**src/hdl/psc_pkg.sv**
```systemverilog
// ----------------------------------------------------------------------------
// psc_pkg
// Shared types and constants for the pressure sensor compensation block.
// ----------------------------------------------------------------------------
`default_nettype none

package psc_pkg;

	// calibration words and model select as held by the register file
	typedef struct packed {
		logic [15:0] c1;         // pressure sensitivity
		logic [15:0] c2;         // pressure offset
		logic [15:0] c3;         // temp coefficient of sensitivity
		logic [15:0] c4;         // temp coefficient of offset
		logic [15:0] c5;         // reference temperature / 256
		logic [15:0] c6;         // temp coefficient of temperature
		logic        model_2bar; // 1: 2 bar rules, 0: 30 bar rules
	} psc_cfg_t;

	// register indexes on the configuration port
	localparam logic [2:0] REG_PRESS_SENS  = 3'd0;
	localparam logic [2:0] REG_PRESS_OFFS  = 3'd1;
	localparam logic [2:0] REG_SENS_TEMP   = 3'd2;
	localparam logic [2:0] REG_OFFS_TEMP   = 3'd3;
	localparam logic [2:0] REG_REF_TEMP    = 3'd4;
	localparam logic [2:0] REG_TEMP_SENS   = 3'd5;
	localparam logic [2:0] REG_MODEL       = 3'd6;

	localparam int CFG_IDX_W  = 3;
	localparam int CFG_DATA_W = 16;
	localparam int RAW_W      = 24;
	localparam int RES_W      = 32;

	// number of pipeline stages, the last one is the result register
	localparam int NUM_STAGES = 10;

endpackage

`default_nettype wire

```
**src/hdl/psc_cfg.sv**
```systemverilog
// ----------------------------------------------------------------------------
// psc_cfg
// Calibration register file: six 16-bit calibration words and the model select.
// ----------------------------------------------------------------------------
`default_nettype none

module psc_cfg (
	input  wire logic                              clk,
	input  wire logic                              arst_n,
	input  wire logic                              cfg_valid,
	output logic                                   cfg_ready,
	input  wire logic [psc_pkg::CFG_IDX_W-1:0]     cfg_index,
	input  wire logic [psc_pkg::CFG_DATA_W-1:0]    cfg_data,
	output psc_pkg::psc_cfg_t                      coef
);

	psc_pkg::psc_cfg_t coef_q;

	// writes complete in the cycle they are offered
	assign cfg_ready = 1'b1;

	// register writes, unknown indexes are dropped
	always_ff @(posedge clk or negedge arst_n) begin
		if (!arst_n) begin
			coef_q <= '0;
		end else if (cfg_valid && cfg_ready) begin
			case (cfg_index)
				psc_pkg::REG_PRESS_SENS: coef_q.c1 <= cfg_data;
				psc_pkg::REG_PRESS_OFFS: coef_q.c2 <= cfg_data;
				psc_pkg::REG_SENS_TEMP:  coef_q.c3 <= cfg_data;
				psc_pkg::REG_OFFS_TEMP:  coef_q.c4 <= cfg_data;
				psc_pkg::REG_REF_TEMP:   coef_q.c5 <= cfg_data;
				psc_pkg::REG_TEMP_SENS:  coef_q.c6 <= cfg_data;
				psc_pkg::REG_MODEL:      coef_q.model_2bar <= cfg_data[0];
				default: begin
				end
			endcase
		end
	end

	assign coef = coef_q;

endmodule

`default_nettype wire

```
**config.mk**
```make
export PLATFORM = sky130hd
export DESIGN_NAME = psc_cfg
export DESIGN_NICKNAME = d
export VERILOG_FILES = /design/src/hdl/psc_pkg.sv /design/src/hdl/psc_cfg.sv
export SDC_FILE = /design/constraint.sdc
export NUM_CORES = 1
export LEC_CHECK = 0
export ABC_CLOCK_PERIOD_IN_PS = 2600
export BUFFER_PORTS_ARGS = -buffer_cell sky130_fd_sc_hd__buf_2
export CAP_MARGIN = 20
export CORE_MARGIN = 2
export CORE_UTILIZATION = 29
export DETAILED_ROUTE_END_ITERATION = 7
export SYNTH_ARGS = -nofsm -noshare
export SYNTH_HDL_FRONTEND = slang
export SYNTH_SLANG_ARGS = --single-unit
```
**constraint.sdc**
```tcl
create_clock -name clk -period 2.6 [get_ports clk]
set_clock_uncertainty 0.15 [all_clocks]
set_input_delay 0.13 -clock clk [delete_from_list [all_inputs] [get_ports clk]]
set_output_delay 0.13 -clock clk [all_outputs]
set_load 0.02 [all_outputs]
```
Word-level counts from Yosys, hierarchy flattened:

Index checks and enable logic that the tools add are counted.

* register bits: 97
* output and inout port bits: 98
* word-level logic and storage cells: 21

* eq/ne operators: 6
* reduce and logical (&&, ||, !) cells: 8

Operators by type and width (number)
* $reduce_and 2->1: 7
* $eq 3x3->1 const B: 3
* $eq 3x2->1 const B: 2
* $eq 3x1->1 const B: 1
* $logic_not 3->1: 1

Depth between registers and ports, before layout:

Gate-level depths: netlist of the first run.

* word-level depth: 2
* gate-level depth with buffers: 5

Least setup slack after synthesis of the first run:

Ideal clock, no wire load.

* path type: input -> register
* start: in cfg_index[0] (netlist bit)
* end: reg coef_q (netlist bit coef[81])
* library setup time: 0.125 ns
* arrival time: 1.209 ns
* path slack: 1.116 ns
* stages: 4
* path buffers: 2
* cell sequence: buf_6 nor4b_4 buf_6 mux2_2

* cells in the longest elaborated chain, start to end: 2

RTL lines
* start, declared: line psc_cfg.sv:12 `input wire logic [psc_pkg::CFG_IDX_W-1:0] cfg_index,`
* $logic_not 3->1: line psc_cfg.sv:27 `case (cfg_index)`
* $reduce_and 2->1 (no line)
* end, declared: line psc_cfg.sv:17 `psc_pkg::psc_cfg_t coef_q;`

Every way passes these cells.
A chain may end at the register's enable or synchronous reset.

Final worst setup path of the first run:

* start: in cfg_index[1] (netlist bit)
* end: reg coef_q (netlist bit coef[29])

* cells in the longest elaborated chain, start to end: 2

RTL lines (line)
* $eq 3x3->1: psc_cfg.sv:27
* $reduce_and 2->1 (no line)

Every way passes these cells.

==> results of run 1 <==
==> Yosys cell counts <==
cell type  count
nor4b_4        1
buf_6          6
nand4b_1       1
dfrtp_1       97
buf_8          2
and4bb_1       1
nand4b_2       2
buf_2          2
buf_4          1
mux2_2        97
conb_1         1
and4bb_2       2
==> power breakdown <==
group          internal, uW  switching [uW]
Sequential             1840             172
Clock                   632             529
Combinational           508             718
Total                  2980            1420
==> area by class of cell <==
| type | instances | area, um2 |
|---|---|---|
| multi-input combinational | 105 | 1200 |
| fill | 1248 | 7730 |
| clock inverter | 4 | 22.5 |
| timing repair buffer | 138 | 798 |
| clock buffer | 10 | 229 |
| tap | 172 | 215 |
| sequential | 97 | 2430 |
==> per-stage QoR <==
step	area (um2)	instances	hold WS, ns	total power, uW	util
6_report	4890	526	0.0730	4400	0.387
5_1_grt	4890	526	0.0711	4640	0.387
4_1_cts	4890	526	0.0522	4470	0.387
3_5_place_dp	4470	495	0.0160	3260	0.354
3_3_place_gp	4470	495	0.00824	3240	0.354
2_1_floorplan	3740	213	-0.316	2770	-
==> cell families after synthesis <==
| kind of cell | after synthesis | share of synthesized area |
|---|---|---|
| flops | 97 | 0.649 |
| mux | 97 | 0.292 |
| buf+inv | 11 | 0.0308 |
| other cells | 1 | 0.00100 |
| simple gates | 7 | 0.0268 |
==> layer usage <==
layer | up-vias | global-route usage
met3 | 11 | 0.0455
met5 | - | 0
li1 | 1028 | -
met1 | 1161 | 0.174
met2 | 93 | 0.188
met4 | 0 | 0.0542
==> worst max-delay path: stages <==
cell      delay (ns)
buf_2           0.15
and4bb_1        0.49
buf_4           0.32
mux2_2          0.36
==> timing repair <==
action	in CTS	in global routing
hold buffers	17	0
endpoints found under the hold margin	137	0
gates resized for setup	0	0
==> worst paths after layout <==
| kind | startpoint | end | slack, ns | cells after the start |
|---|---|---|---|---|
| max | cfg_index[1] | coef[29] | 1.21 | 4 |
| min | cfg_index[1] | coef[0] | 0.07 | 3 |
| max reg2reg | coef[48] | coef[48] | 1.68 | 1 |
| min reg2reg | coef[89] | coef[89] | 0.35 | 1 |
| max in group asynchronous | arst_n | coef[26] | 1.43 | 3 |
| min in group asynchronous | arst_n | coef[32] | 0.18 | 2 |
==> flow_metrics.py, run 1 <==
metrics = {
    "floorplan": {
        "ios": 120,
        "rows": 41,
        "die_y_um": 118,
        "design.core.area_mm2": 0.0126,
        "die_w_um": 118,
        "dieArea_mm2": 0.0138,
        "initial_utilization": 0.296,
    },
    "cts": {
        "cts_tree": "yes",
        "clockBufferDepth": 2,
        "postCtsSetupRepairBufs": 0,
        "cts_num_sinks": 97,
        "root_buffer": "clkbuf_16",
        "clkTransAtPathRegs_ns": 0.06,
        "htreeDepth": 3,
        "clk_latency_ns": 0.34,
        "numCtsBuffers": 9,
    },
    "logic_synthesis": {
        "syn_avg_cell_area_um2": 17.6,
        "synth_nets": 235,
        "syn_area_mm2": 0.00374,
        "synthCells": 213,
        "synthDistinctLibCells": 12,
        "synth_top_area_share": 0.649,
        "synthDominantAreaCellType": "dfrtp_1",
        "netlist_top_cells_area": "dfrtp_1 (65%), mux2_2 (29%), buf_6 (1.8%)",
        "synth_warnings": 0,
        "ys_seq_elements": 97,
        "synth_seq_area_share": 0.649,
    },
    "global_routing": {
        "grt_usage": 0.129,
        "grt_antenna_before_repair": 0,
        "grt-ovfl-total": 0,
        "grt_max_degree": 56,
        "grt_pass1_vias": 2402,
        "grt_pass1_wl_um": 13500,
    },
    "finish": {
        "layout_common_cells": "buf_2 (117), mux2_2 (97), dfrtp_1 (97), dlygate4sd3_1 (17), clkbuf_16 (9)",
        "antennaDiodeCount": 0,
        "largest_reg_flops": 97,
        "nets": 373,
        "drive_gt1_frac": 0.667,
        "final_common_cell": "buf_2",
        "area_growth_syn_to_layout_pct": 30.8,
    },
    "sta": {
        "finalHoldViolCount": 0,
        "fin_crit_sh": 0.533,
        "fin_crit_ns": 1.39,
        "worst_pin_slew_ns": 0.678,
        "slew_headroom": 0.546,
        "fmax_ghz": 0.722,
        "tns_ns": 0,
        "setup_slack_ns": 1.21,
        "slew_violations": 0,
        "rsz0062_at_grt": "false",
        "setup_viol": 0,
    },
    "hold_path": {
        "hold_class": "in -> reg",
    },
    "drt": {
        "routed.top_layer": "met4",
        "drt-pass1-iter-count": 3,
        "dr.first_iter.drc_count": 54,
        "wl_per_cell_um": 16.3,
        "drc_errors": 0,
        "via_count": 2293,
        "wl_met1_um": 4110,
        "routed_via_density": 4.36,
        "routed_wl_um": 8590,
        "ant_nets": 0,
        "dr_wl_met3_um": 582,
        "dr_wl_met2_um": 3740,
    },
    "outcome": {
        "status": "finished clean",
    },
    "worst_setup_path": {
        "path_class": "in -> reg",
        "worstSetupStartpointType": "input pin",
        "arrival_ns": 1.46,
        "cp_max_fo": 11,
        "required_ns": 2.67,
        "endpoint_kind": "register",
    },
    "pwr": {
        "vdd_drop_max_mv": 0.412,
        "p_leak_uw": 0.00230,
        "powerDensity_mw_per_mm2": 900,
    },
    "place": {
        "io_buffers": 118,
        "gp_congestion": 0.745,
        "preCtsSetupSlack_ns": 0.799,
        "dp_hpwl_um": 5760,
    },
    "run": {
        "cap_violations": 0,
    },
}
No activity file was read; power rests on OpenSTA's default activity.
==> run 2, diff against run 1 <==
--- a/config.mk
+++ b/config.mk
@@ -5,7 +5,7 @@
 export SDC_FILE = /design/constraint.sdc
 export NUM_CORES = 1
 export LEC_CHECK = 0
-export ABC_CLOCK_PERIOD_IN_PS = 2600
+export ABC_CLOCK_PERIOD_IN_PS = 1100
 export BUFFER_PORTS_ARGS = -buffer_cell sky130_fd_sc_hd__buf_2
 export CAP_MARGIN = 20
 export CORE_MARGIN = 2
==> constraint.sdc (replaced) <==
create_clock -name clk -period 1.1 [get_ports clk]
set_clock_uncertainty 0.15 [all_clocks]
set_input_delay 0.055 -clock clk [delete_from_list [all_inputs] [get_ports clk]]
set_output_delay 0.055 -clock clk [all_outputs]
set_load 0.02 [all_outputs]
==> run 2 against run 1 <==
The flow now finishes with violations (hold timing, setup timing). Total power rose to 3.0 times the previous value. Utilization increased by 11 points. Sequential share of layout area is 11 points lower. Die area stayed put. Largest cell class unchanged. Highest routed layer unchanged.
==> flow_metrics.py, run 2 (synthesis results as in run 1) <==
metrics = {
    "sta": {
        "fmax_ghz": 0.907,
        "hold-worst-slack_ns": -0.0132,
        "rsz0062_at_grt": "true",
        "fin_crit_ns": 1.10,
        "finalHoldViolCount": 16,
        "setup_slack_ns": -0.00265,
        "setup_viol": 4,
        "fin_crit_sh": 1.00,
        "slew_violations": 0,
    },
    "worst_setup_path": {
        "required_ns": 0.89,
        "ff2ff_path_depth": 2,
        "arrival_ns": 0.90,
        "reg2reg_slack_ns": 0.02,
        "critical_path.max_stage_delay_ns": 0.41,
        "critical-path-top-delay-family": "flip-flops",
        "path_class": "reg -> out",
        "reg2reg_from": "coef[76]",
        "cp.buffers_inverters": 1,
        "cp_max_fo": 2,
        "worst_path_max_delay_cell": "dfrtp_1",
        "timing.rr.end": "coef[76]",
        "path_cells": "buf_6",
        "worstSetupStartpointType": "register",
        "endpoint_kind": "output port",
    },
    "floorplan": {
        "rows": 41,
        "design.core.area_mm2": 0.0126,
        "ios": 120,
        "die_y_um": 118,
        "dieArea_mm2": 0.0138,
        "initial_utilization": 0.296,
        "die_w_um": 118,
    },
    "drt": {
        "drc_errors": 0,
        "ant_nets": 0,
        "dr.first_iter.drc_count": 101,
        "drt-pass1-iter-count": 3,
        "routed_wl_um": 10200,
        "via_count": 2542,
        "wl_per_cell_um": 17.5,
        "routed_via_density": 4.38,
    },
    "cts": {
        "numCtsBuffers": 9,
        "cts_num_sinks": 97,
        "cts_tree": "yes",
        "clockBufferDepth": 2,
        "clk_latency_ns": 0.34,
        "root_buffer": "clkbuf_16",
        "htreeDepth": 3,
        "clkTransAtPathRegs_ns": 0.07,
    },
    "finish": {
        "layout_common_cells": "dfrtp_1 (97), buf_6 (97), mux2_2 (56), buf_4 (45), mux2_4 (41)",
        "stdcell_count": 581,
        "nets": 426,
        "drive_gt1_frac": 0.714,
        "area_growth_syn_to_layout_pct": 67.4,
        "utilization": 0.496,
        "antennaDiodeCount": 0,
        "largest_reg_flops": 97,
        "nFillCells": 1065,
    },
    "pwr": {
        "finalPower_uw": 13000,
        "vdd_drop_max_mv": 1.04,
        "powerDensity_mw_per_mm2": 2080,
        "p_leak_uw": 0.00295,
    },
    "global_routing": {
        "grt-ovfl-total": 0,
        "grt_usage": 0.150,
        "grt_antenna_before_repair": 0,
        "grt_max_degree": 38,
        "grt_pass1_vias": 2780,
        "grt_pass1_wl_um": 15900,
    },
    "outcome": {
        "failed_checks": "hold timing, setup timing",
        "status": "finished, violations left",
    },
    "place": {
        "dp.cells": 508,
        "io_buffers": 118,
        "dp_hpwl_um": 6220,
        "gp_congestion": 0.722,
    },
    "hold_path": {
        "hold_class": "in -> async",
    },
    "run": {
        "cap_violations": 0,
    },
}
run 2: timing repair:
action | CTS | global route
gates resized for setup | 179 | 15
setup buffers | 33 | 7
hold buffers | 17 | 0
endpoints found under the setup margin | 93 | 96
gates cloned | 0 | 0
hold endpoints to repair | 194 | 0
run 2: cell type report:
| class | count | area [um2] | share of cell area |
|---|---|---|---|
| multi-input combinational | 105 | 1350 | 0.216 |
| sequential | 97 | 2430 | 0.388 |
| timing repair buffer | 191 | 1940 | 0.310 |
| clock inverter | 7 | 101 | 0.0162 |
| tap | 172 | 215 | 0.0344 |
| clock buffer | 9 | 225 | 0.0360 |
run 2: through the flow:
step / area (um2) / worst slack [ns] / TNS [ns] / hold WS (ns)
3_3_place_gp: 4860 / -0.249 / -20.51 / -0.195
4_1_cts: 6160 / -0.0310 / -0.413 / -0.0232
3_5_place_dp: 4860 / -0.284 / -22.57 / -0.196
5_1_grt: 6260 / -0.0426 / -1.97 / 0.000384
2_1_floorplan: 3910 / -0.251 / -8.61 / -0.391
6_report: 6260 / -0.00265 / -0.00517 / -0.0132
run 2: metal layers:
layer  track usage  wire length [um]  up-vias
met1         0.182              4240     1286
met4        0.0602               207        0
met2         0.241              4920       97
met5             0                 0        -
met3        0.0601               805       16
li1              -                 -     1143
run 2: worst max path at each step:
stage                       startpoint        to  slack (ns)  cells after the start
after floorplan           cfg_index[0]  coef[81]       -0.25                      4
after global placement    cfg_index[2]  coef[88]       -0.25                      4
after detailed placement  cfg_index[2]  coef[51]       -0.28                      4
after CTS                     coef[17]  coef[17]       -0.03                      1
after global routing          coef[25]  coef[25]       -0.04                      1
final                         coef[63]  coef[63]      -0.003                      1
run 2: power breakdown:
group / internal (uW) / switching, uW
logic: 2720 / 1900
clock network: 2020 / 1430
registers: 4360 / 611
total: 9100 / 3940
==> run 3, diff against run 2 <==
--- a/config.mk
+++ b/config.mk
@@ -10,6 +10,7 @@
 export CAP_MARGIN = 20
 export CORE_MARGIN = 2
 export CORE_UTILIZATION = 29
+export CTS_BUF_LIST = sky130_fd_sc_hd__clkbuf_4
 export DETAILED_ROUTE_END_ITERATION = 7
 export SYNTH_ARGS = -nofsm -noshare
 export SYNTH_HDL_FRONTEND = slang
==> run 3 against run 2 <==
The flow still finishes with violations (hold timing, setup timing). Global-route usage shrank 0.14 points. Clock-buffer cell count unchanged. Final area shrank 1.3%. Critical path depth unchanged. Utilization fell by 0.63 points. Final cell count up 1.2%. Die area unchanged. Sequential power barely moved. Via count is 1.4% higher. Largest power group unchanged.
==> flow_metrics.py, run 3 (synthesis results as in run 1) <==
metrics = {
    "global_routing": {
        "grt-ovfl-total": 0,
        "grt_pass1_wl_um": 15800,
        "grt_max_degree": 38,
        "grt_antenna_before_repair": 0,
        "grt_pass1_vias": 2796,
        "grt_usage": 0.149,
    },
    "cts": {
        "ctsHoldBuffers": 21,
        "clkTransAtPathRegs_ns": 0.16,
        "clk_latency_ns": 0.46,
        "htreeDepth": 3,
        "clockBufferDepth": 2,
        "numCtsBuffers": 9,
        "cts_num_sinks": 97,
        "cts_tree": "yes",
        "root_buffer": "clkbuf_4",
    },
    "finish": {
        "nets": 433,
        "multiInputGateArea_mm2": 0.00135,
        "antennaDiodeCount": 0,
        "layout_common_cells": "buf_6 (101), dfrtp_1 (97), mux2_2 (56), buf_4 (44), mux2_4 (41)",
        "final_common_cell": "buf_6",
        "nFillCells": 1065,
        "regArea_mm2": 0.00243,
        "largest_reg_flops": 97,
        "area_growth_syn_to_layout_pct": 65.3,
        "drive_gt1_frac": 0.709,
    },
    "pwr": {
        "vdd_drop_max_mv": 1.07,
        "p_leak_uw": 0.00291,
        "powerDensity_mw_per_mm2": 1920,
        "finalPower_uw": 11900,
    },
    "worst_setup_path": {
        "cp.buffers_inverters": 1,
        "critical_path.max_stage_delay_ns": 0.44,
        "cp_max_fo": 2,
        "path_cells": "buf_6",
        "worstSetupStartpointType": "register",
        "critical-path-top-delay-family": "flip-flops",
        "worst_path_max_delay_cell": "dfrtp_1",
        "endpoint_kind": "output port",
        "path_class": "reg -> out",
        "required_ns": 0.89,
        "arrival_ns": 1.04,
    },
    "sta": {
        "tns_ns": -12.41,
        "setup_slack_ns": -0.147,
        "slew_violations": 0,
        "hold-worst-slack_ns": -0.145,
        "fin_crit_ns": 1.25,
        "fmax_ghz": 0.802,
        "finalHoldViolCount": 16,
        "fin_crit_sh": 1.13,
        "rsz0062_at_grt": "true",
        "setup_viol": 101,
    },
    "floorplan": {
        "die_y_um": 118,
        "rows": 41,
        "initial_utilization": 0.296,
        "ios": 120,
        "design.core.area_mm2": 0.0126,
        "die_w_um": 118,
        "dieArea_mm2": 0.0138,
    },
    "drt": {
        "ant_nets": 0,
        "via_count": 2577,
        "dr.first_iter.drc_count": 82,
        "drc_errors": 0,
        "routed_wl_um": 10200,
        "routed_via_density": 4.38,
        "wl_per_cell_um": 17.3,
        "drt-pass1-iter-count": 4,
    },
    "outcome": {
        "status": "finished, violations left",
        "failed_checks": "hold timing, setup timing",
    },
    "place": {
        "io_buffers": 118,
        "gp_congestion": 0.722,
        "dp_hpwl_um": 6220,
    },
    "hold_path": {
        "hold_class": "in -> async",
    },
    "run": {
        "cap_violations": 0,
    },
}
run 3: path summary, 6_finish.rpt:
| check | depth (start not counted) | startpoint | slack, ns | end |
|---|---|---|---|---|
| min reg2reg | 1 | coef[91] | 0.40 | coef[91] |
| min | 2 | arst_n | -0.15 | coef[9] |
| max in group asynchronous | 3 | arst_n | 0.44 | coef[80] |
| max reg2reg | 3 | coef[62] | -0.10 | coef[62] |
| min in group clk | 4 | cfg_valid | 0.04 | coef[35] |
| max | 1 | coef[89] | -0.15 | coef[89] |
run 3: timing repair:
| item | 4_1_cts | 5_1_grt |
|---|---|---|
| setup endpoints to repair | 97 | 99 |
| setup buffers | 33 | 12 |
| cloned | 0 | 0 |
| hold endpoints to repair | 194 | 16 |
| gates resized for setup | 194 | 4 |
run 3: per-stage QoR:
step                std cells  worst slack [ns]  hold WS, ns   util  instance area, um2
floorplan                 213            -0.251       -0.391      -                3910
global placement          508            -0.249       -0.195  0.385                4860
finish                    588            -0.147       -0.145  0.490                6180
CTS                       578            -0.209       -0.193  0.483                6090
detailed placement        508            -0.284       -0.196  0.385                4860
global route              588            -0.227       -0.175  0.490                6180
run 3: layout make-up:
type / count / share of cell area
Tap cell: 172 / 0.0348
Timing Repair Buffer: 198 / 0.327
Sequential cell: 97 / 0.393
Clock buffer: 9 / 0.0109
Multi-Input combinational cell: 105 / 0.218
Clock inverter: 7 / 0.0164
run 3: metal layers:
metal  vias up  share of wire  GRT usage
met4         0          0.011     0.0429
met2        93           0.48      0.241
li1       1154              -          -
met3        12          0.079     0.0659
met5         -              0          0
met1      1318           0.43      0.181
run 3: report_power, final:
| part | internal, uW | switching, uW |
|---|---|---|
| sequential | 4350 | 614 |
| clock | 945 | 1270 |
| combinational | 2780 | 1910 |
| total | 8070 | 3800 |
